**src/rtl/spp_pkg.sv**
```systemverilog
// Shared types, constants and helper function of the sweep-and-prune pair emitter.
package spp_pkg;

    localparam int MAX_BODIES = 64;
    localparam int ID_W       = 6;
    localparam int NUM_IDS    = 1 << ID_W;
    localparam int S_DATA_W   = ((ID_W + 7) / 8) * 8;
    localparam int S_USER_W   = 2;
    localparam int M_DATA_W   = ((2 * ID_W + 7) / 8) * 8;

    typedef logic [ID_W-1:0]    t_id;
    typedef logic [NUM_IDS-1:0] t_bitmap;

    typedef enum logic [0:0] {
        ST_IDLE,
        ST_SCAN
    } t_state;

    // Commands from the controller to the datapath.
    typedef struct packed {
        logic load;
        logic emit;
    } t_dp_cmd;

    // Status from the datapath to the controller.
    typedef struct packed {
        logic has_pairs;
        logic last_pair;
        logic out_free;
    } t_dp_status;

    // Index of the single set bit of a one-hot vector.
    function automatic t_id onehot_to_id(input t_bitmap onehot);
        t_id idx;
        idx = '0;
        for (int i = 0; i < NUM_IDS; i++) begin
            if (onehot[i]) begin
                idx = idx | t_id'(i);
            end
        end
        return idx;
    endfunction

endpackage

```
**src/rtl/spp_ctrl.sv**
```systemverilog
// Controller state machine of the sweep-and-prune pair emitter.
module spp_ctrl
    import spp_pkg::*;
(
    input  logic       i_clk,
    input  logic       i_rst_n,
    input  logic       i_s_tvalid,
    output logic       o_s_tready,
    input  t_dp_status i_status,
    output t_dp_cmd    o_cmd
);

    t_state r_state;
    t_state n_state;

    always_ff @(posedge i_clk) begin
        if (!i_rst_n) begin
            r_state <= ST_IDLE;
        end else begin
            r_state <= n_state;
        end
    end

    always_comb begin
        n_state = r_state;
        case (r_state)
            ST_IDLE: begin
                if (i_s_tvalid && i_status.has_pairs) begin
                    n_state = ST_SCAN;
                end
            end
            ST_SCAN: begin
                if (i_status.out_free && i_status.last_pair) begin
                    n_state = ST_IDLE;
                end
            end
            default: n_state = ST_IDLE;
        endcase
    end

    always_comb begin
        o_s_tready = 1'b0;
        o_cmd      = '0;
        case (r_state)
            ST_IDLE: begin
                o_s_tready = 1'b1;
                o_cmd.load = i_s_tvalid;
            end
            ST_SCAN: begin
                o_cmd.emit = i_status.out_free;
            end
            default: begin
                o_s_tready = 1'b0;
            end
        endcase
    end

endmodule

```
**src/rtl/spp_datapath.sv**
```systemverilog
// Datapath of the sweep-and-prune pair emitter: open-body bitmap, scan mask, output register.
module spp_datapath
    import spp_pkg::*;
(
    input  logic                i_clk,
    input  logic                i_rst_n,
    input  t_dp_cmd             i_cmd,
    output t_dp_status          o_status,
    input  t_id                 i_body_id,
    input  logic                i_is_start,
    input  logic                i_frame_start,
    output logic                o_m_tvalid,
    input  logic                i_m_tready,
    output logic [M_DATA_W-1:0] o_m_tdata,
    output logic                o_m_tlast
);

    t_bitmap r_open;
    t_bitmap n_open;
    t_bitmap r_scan;
    t_bitmap n_scan;
    t_id     r_new_id;
    t_id     r_first;
    t_id     r_second;
    logic    r_last;
    logic    r_out_valid;

    t_bitmap open_base;
    t_bitmap id_bit;
    t_bitmap others;
    t_bitmap low_bit;
    logic    id_ok;

    // Bitmap as seen by the incoming endpoint, after an optional frame clear.
    assign open_base = i_frame_start ? '0 : r_open;
    assign id_ok     = 32'(i_body_id) < MAX_BODIES;
    assign id_bit    = t_bitmap'(1) << i_body_id;
    assign others    = open_base & ~id_bit;

    // Lowest pending partner of the body being scanned.
    assign low_bit = r_scan & (~r_scan + t_bitmap'(1));

    assign o_status.has_pairs = id_ok && i_is_start && (others != '0);
    assign o_status.last_pair = (r_scan ^ low_bit) == '0;
    assign o_status.out_free  = !r_out_valid || i_m_tready;

    always_comb begin
        n_open = r_open;
        n_scan = r_scan;
        if (i_cmd.load) begin
            n_open = open_base;
            if (id_ok) begin
                if (i_is_start) begin
                    n_open = open_base | id_bit;
                    n_scan = others;
                end else begin
                    n_open = open_base & ~id_bit;
                end
            end
        end else if (i_cmd.emit) begin
            n_scan = r_scan ^ low_bit;
        end
    end

    always_ff @(posedge i_clk) begin
        if (!i_rst_n) begin
            r_open      <= '0;
            r_scan      <= '0;
            r_out_valid <= 1'b0;
        end else begin
            r_open <= n_open;
            r_scan <= n_scan;
            if (i_cmd.emit) begin
                r_out_valid <= 1'b1;
            end else if (i_m_tready) begin
                r_out_valid <= 1'b0;
            end
        end
    end

    always_ff @(posedge i_clk) begin
        if (i_cmd.load) begin
            r_new_id <= i_body_id;
        end
        if (i_cmd.emit) begin
            r_first  <= onehot_to_id(low_bit);
            r_second <= r_new_id;
            r_last   <= o_status.last_pair;
        end
    end

    assign o_m_tvalid = r_out_valid;
    assign o_m_tdata  = M_DATA_W'({r_second, r_first});
    assign o_m_tlast  = r_last;

endmodule

```
**src/rtl/sweep_prune_pair_emitter_unit.sv**
```systemverilog
// Top level of the sweep-and-prune pair emitter: stream ports, controller and datapath.
//
// This block takes interval endpoints that are already sorted along the sweep axis, one
// per input transaction, and keeps a bitmap of the bodies whose intervals are open. A
// start endpoint produces one output transaction per body that is already open, in
// ascending id order, each carrying the pair (open body, new body), with tlast set on the
// final pair of that endpoint; the new body is then open. An end endpoint closes its body
// and produces nothing. A set frame_start flag clears the bitmap before the endpoint is
// handled. Ids at or above MAX_BODIES leave the bitmap alone and produce no pair, and a
// body never pairs with itself. Flow: an endpoint is taken whenever the controller is idle,
// and the bitmap is updated as it is taken; a start endpoint that finds other open bodies
// then keeps the input closed while the scan unit emits its pairs, one pair per cycle while
// the output side does not stall. The output register lets an endpoint be accepted while
// the last pair of the previous one is still waiting.
module sweep_prune_pair_emitter_unit
    import spp_pkg::*;
(
    input  logic                i_clk,
    input  logic                i_rst_n,
    input  logic                i_s_tvalid,
    output logic                o_s_tready,
    input  logic [S_DATA_W-1:0] i_s_tdata,  // [5:0] body_id, upper bits zero
    input  logic [S_USER_W-1:0] i_s_tuser,  // [0] is_start, [1] frame_start
    output logic                o_m_tvalid,
    input  logic                i_m_tready,
    output logic [M_DATA_W-1:0] o_m_tdata,  // [5:0] first_body, [11:6] second_body
    output logic                o_m_tlast   // last_pair
);

    t_dp_cmd    cmd;
    t_dp_status status;

    // The controller only moves between waiting for an endpoint and scanning its partners.
    spp_ctrl u_ctrl (
        .i_clk      (i_clk),
        .i_rst_n    (i_rst_n),
        .i_s_tvalid (i_s_tvalid),
        .o_s_tready (o_s_tready),
        .i_status   (status),
        .o_cmd      (cmd)
    );

    // The datapath holds the bitmap, the mask of partners still to emit and the output register.
    spp_datapath u_datapath (
        .i_clk         (i_clk),
        .i_rst_n       (i_rst_n),
        .i_cmd         (cmd),
        .o_status      (status),
        .i_body_id     (i_s_tdata[ID_W-1:0]),
        .i_is_start    (i_s_tuser[0]),
        .i_frame_start (i_s_tuser[1]),
        .o_m_tvalid    (o_m_tvalid),
        .i_m_tready    (i_m_tready),
        .o_m_tdata     (o_m_tdata),
        .o_m_tlast     (o_m_tlast)
    );

endmodule
```
**config.mk**
```make
export PLATFORM = sky130hd
export DESIGN_NAME = sweep_prune_pair_emitter_unit
export DESIGN_NICKNAME = d
export VERILOG_FILES = /design/src/rtl/spp_pkg.sv /design/src/rtl/spp_ctrl.sv /design/src/rtl/spp_datapath.sv /design/src/rtl/sweep_prune_pair_emitter_unit.sv
export SDC_FILE = /design/constraint.sdc
export NUM_CORES = 1
export LEC_CHECK = 0
export ABC_AREA = 0
export BUFFER_PORTS_ARGS = -buffer_cell sky130_fd_sc_hd__buf_2
export CORE_MARGIN = 1.5
export CORE_UTILIZATION = 36
export DETAILED_ROUTE_END_ITERATION = 16
export GPL_ROUTABILITY_DRIVEN = 0
export HOLD_SLACK_MARGIN = 0.05
export SLEW_MARGIN = 25
export SYNTH_ARGS = -nofsm -noshare
export SYNTH_HDL_FRONTEND = slang
export SYNTH_SLANG_ARGS = --single-unit
```
**constraint.sdc**
```tcl
create_clock -name i_clk -period 4.3 [get_ports i_clk]
set_clock_uncertainty 0.05 [all_clocks]
set_input_delay 0.86 -clock i_clk [delete_from_list [all_inputs] [get_ports i_clk]]
set_output_delay 0.86 -clock i_clk [all_outputs]
set_load 0.005 [all_outputs]
```
==> results.toml <==
[clocking]
cts_resized = 0
cts.clk_slew.worst_paths_ps = 60
cts_tree = "done"
htree_levels = 4
clock-sinks = 149
clock_latency_ps = 430
cts_hold_buf = 0
cts_buffers = 17
cts_root_buf = "clkbuf_16"
postCtsSetupBuffers = 0
ctsLongestPathBuffers = 2

[synth]
synth-async-reset-ratio = 0
seq_area_frac_synth = 0.364
syn_area_sq_um = 8720
ys_types = 73
ys_ff_latch = 149
yosys-top-cells-area = "dfxtp_1, nor2_1, o21ai_0"
synth_ff_type = "dfxtp_1"
synth_top_cell_by_area = "dfxtp_1"
synth_cells = 1199
synth_top_area_frac = 0.298
synth_edf_count = 19
synth.avg_cell_area_sq_um = 7.27
yosys_warnings = 0

[worst_hold_path]
worst_hold_path.endpoint = "u_datapath.r_second[0]"
hold_depth = 0
min_path_type = "reg2reg"
min_from = "u_datapath.r_new_id[0]"

[floorplanning]
rows = 56
floorplan.initialDensity = 0.369
io_pins = 33
dieWidth_um = 159
fp.dieH_um = 159
core-area_sq_um = 23600
die_area_sq_um = 25200

[sta]
fmax_mhz = 271
period_share = 0.858
period_needed_ps = 3690
tightestPinTransition_ps = 884
setup_viol = 0
timing_hold_violations_final = 0
tns_ps = 0
slew_headroom = 0.411
drv_slew = 0
whs_ps = 379
rsz0062_at_grt = "false"

[critical_path]
reg2reg_to = "u_datapath.o_m_tlast"
rrSetupSlack_ps = 610
end_kind = "register"
required_ps = 4410
critPathArrivalTime_ps = 3800
start_kind = "register"
r2r_cells = 7
timing.rr.start = "u_datapath.r_scan[32]"
worstPathMaxFanout = 6
crit_type = "reg2reg"

[global_route]
grt_pass1_wl_um = 48600
antenna_found_initial = 0
grt_pass1_vias = 8321
track_usage = 0.252
grt_max_degree = 92
grt_overflow = 0

[final_layout]
fill_cells = 2430
antenna_cells = 0
utilization = 0.410
multi_input_area_sq_um = 5030
fin_area_sq_um = 9680
nets = 1193
drive_gt1_frac = 0.101
regArea_sq_um = 3170
syn_to_final_growth_pct = 11.0

[power_and_ir_drop]
p_leak_nw = 3.48
power.density_nw_per_um2 = 329
ir_drop_uv = 276
power_w = 0.00319

[job]
cap_viol_max_count = 0

[routing]
ant_nets = 0
drt-initial-drc-count = 1416
drtPass1Iterations = 7
wirelength_um = 30900
wl_per_cell_um = 20.5
route.vias.total = 9328
drc_errors = 0
viasPerCell = 6.17

[placement]
hpwl_um = 21600
placed_area_sq_um = 9080
portBuffers = 26

[outcome]
status = "finished clean"
## sequential cells by signal, indices dropped and copies added, names as in the netlist
| register | cells |
|---|---|
| u_datapath.r_second | 6 |
| u_ctrl.r_state | 1 |
| u_datapath.r_new_id | 6 |
| u_datapath.r_scan | 64 |
| u_datapath.o_m_tvalid | 1 |
| u_datapath.o_m_tlast | 1 |
| u_datapath.r_open | 64 |
| u_datapath.r_first | 6 |
## routing by layer
metal	global-route usage	routed length [um]	vias up
met5	0	0	-
met4	0.116	1330	0
met3	0.0441	2650	97
met2	0.377	13300	497
met1	0.352	13700	4375
li1	-	-	4359
## report_power, final
group	switching, W	leakage [nW]	internal (W)
Clock	0.000648	0.297	0.000922
Combinational	0.000152	1.96	0.0000488
Sequential	0.00000419	1.22	0.00142
## worst max-delay path by stage
stage                          start              endpoint  slack, ps  depth (start not counted)
2_1_floorplan  u_datapath.r_scan[32]        u_ctrl.r_state       1220                          8
3_3_place_gp            i_s_tdata[4]        u_ctrl.r_state        550                         10
3_5_place_dp            i_s_tdata[3]        u_ctrl.r_state        520                         10
4_1_cts        u_datapath.r_scan[32]  u_datapath.o_m_tlast        640                          7
5_1_grt        u_datapath.r_scan[32]  u_datapath.o_m_tlast        500                          7
6_report       u_datapath.r_scan[32]  u_datapath.o_m_tlast        610                          7
## cells in the final DEF (no fill, tap or decap), types with 4 or more instances in the layout
cell / n
a2111oi_0: 8
a21oi_1: 46
a22oi_1: 66
a31oi_1: 29
and2_1: 6
buf_2: 26
buf_4: 30
clkbuf_16: 17
conb_1: 4
dfxtp_1: 130
edfxtp_1: 19
inv_1: 19
inv_6: 4
nand2_1: 53
nand2b_1: 5
nand3_1: 39
nand3b_1: 6
nand4_1: 35
nand4b_1: 7
nor2_1: 277
nor3_1: 29
nor4_1: 32
o211ai_1: 8
o21a_1: 14
o21ai_0: 169
o22ai_1: 5
or2_2: 4
or3_1: 10
or3b_2: 6
or4_1: 7
## cell type report
class / count / area share
multi-input cells: 931 / 0.519
flip-flops and latches: 149 / 0.328
clock buffers: 18 / 0.0443
well taps: 319 / 0.0412
repair buffers: 58 / 0.0408
clock inverters: 14 / 0.0181
inverters: 22 / 0.00866
## worst max-delay path, stage by stage, from the launching register on
cell and delay (ps):
dfxtp_1 380, or4_4 600, or4_4 590, nor4_2 440, a31oi_1 180, a2111oi_1 520, nand4_2 180, nor4_4 480
## Yosys cell counts, types with 3 or more instances
cell type    n
o311ai_0     3
or4_4        3
o21ai_0    169
o22ai_1      5
a2111oi_0    8
o211ai_1     8
inv_1       20
edfxtp_1    19
nand3_1     39
and2_1       7
nor2_1     277
a21boi_0     3
buf_1        3
clkbuf_8     5
nand4_1     35
nand2b_1     6
nand2_1     53
nand4b_1     7
nor3_1      29
a22oi_1     66
or3b_2       6
o41ai_1      3
a21oi_1     46
nor4_4       3
or3_1       10
nor4_1      32
a31oi_1     29
or2_2        4
nand3b_1     6
clkbuf_1    86
buf_4        4
or4_1        7
dfxtp_1    130
o21a_1      14
## cells by family after synthesis
family / count (synthesis) / synth area share
compound gates: 379 / 0.267
fa+ha+maj: 2 / 0.00230
buf+inv: 122 / 0.0613
flops: 149 / 0.364
other cells: 1 / 0.000430
simple gates: 546 / 0.305
## stage by stage
step	cells	setup slack (ps)
final	1511	610
after global routing	1511	504
after CTS	1511	643
after detailed placement	1479	515
after global placement	1479	548
after floorplan	1202	1220
Power figures use the tool's default switching activity.
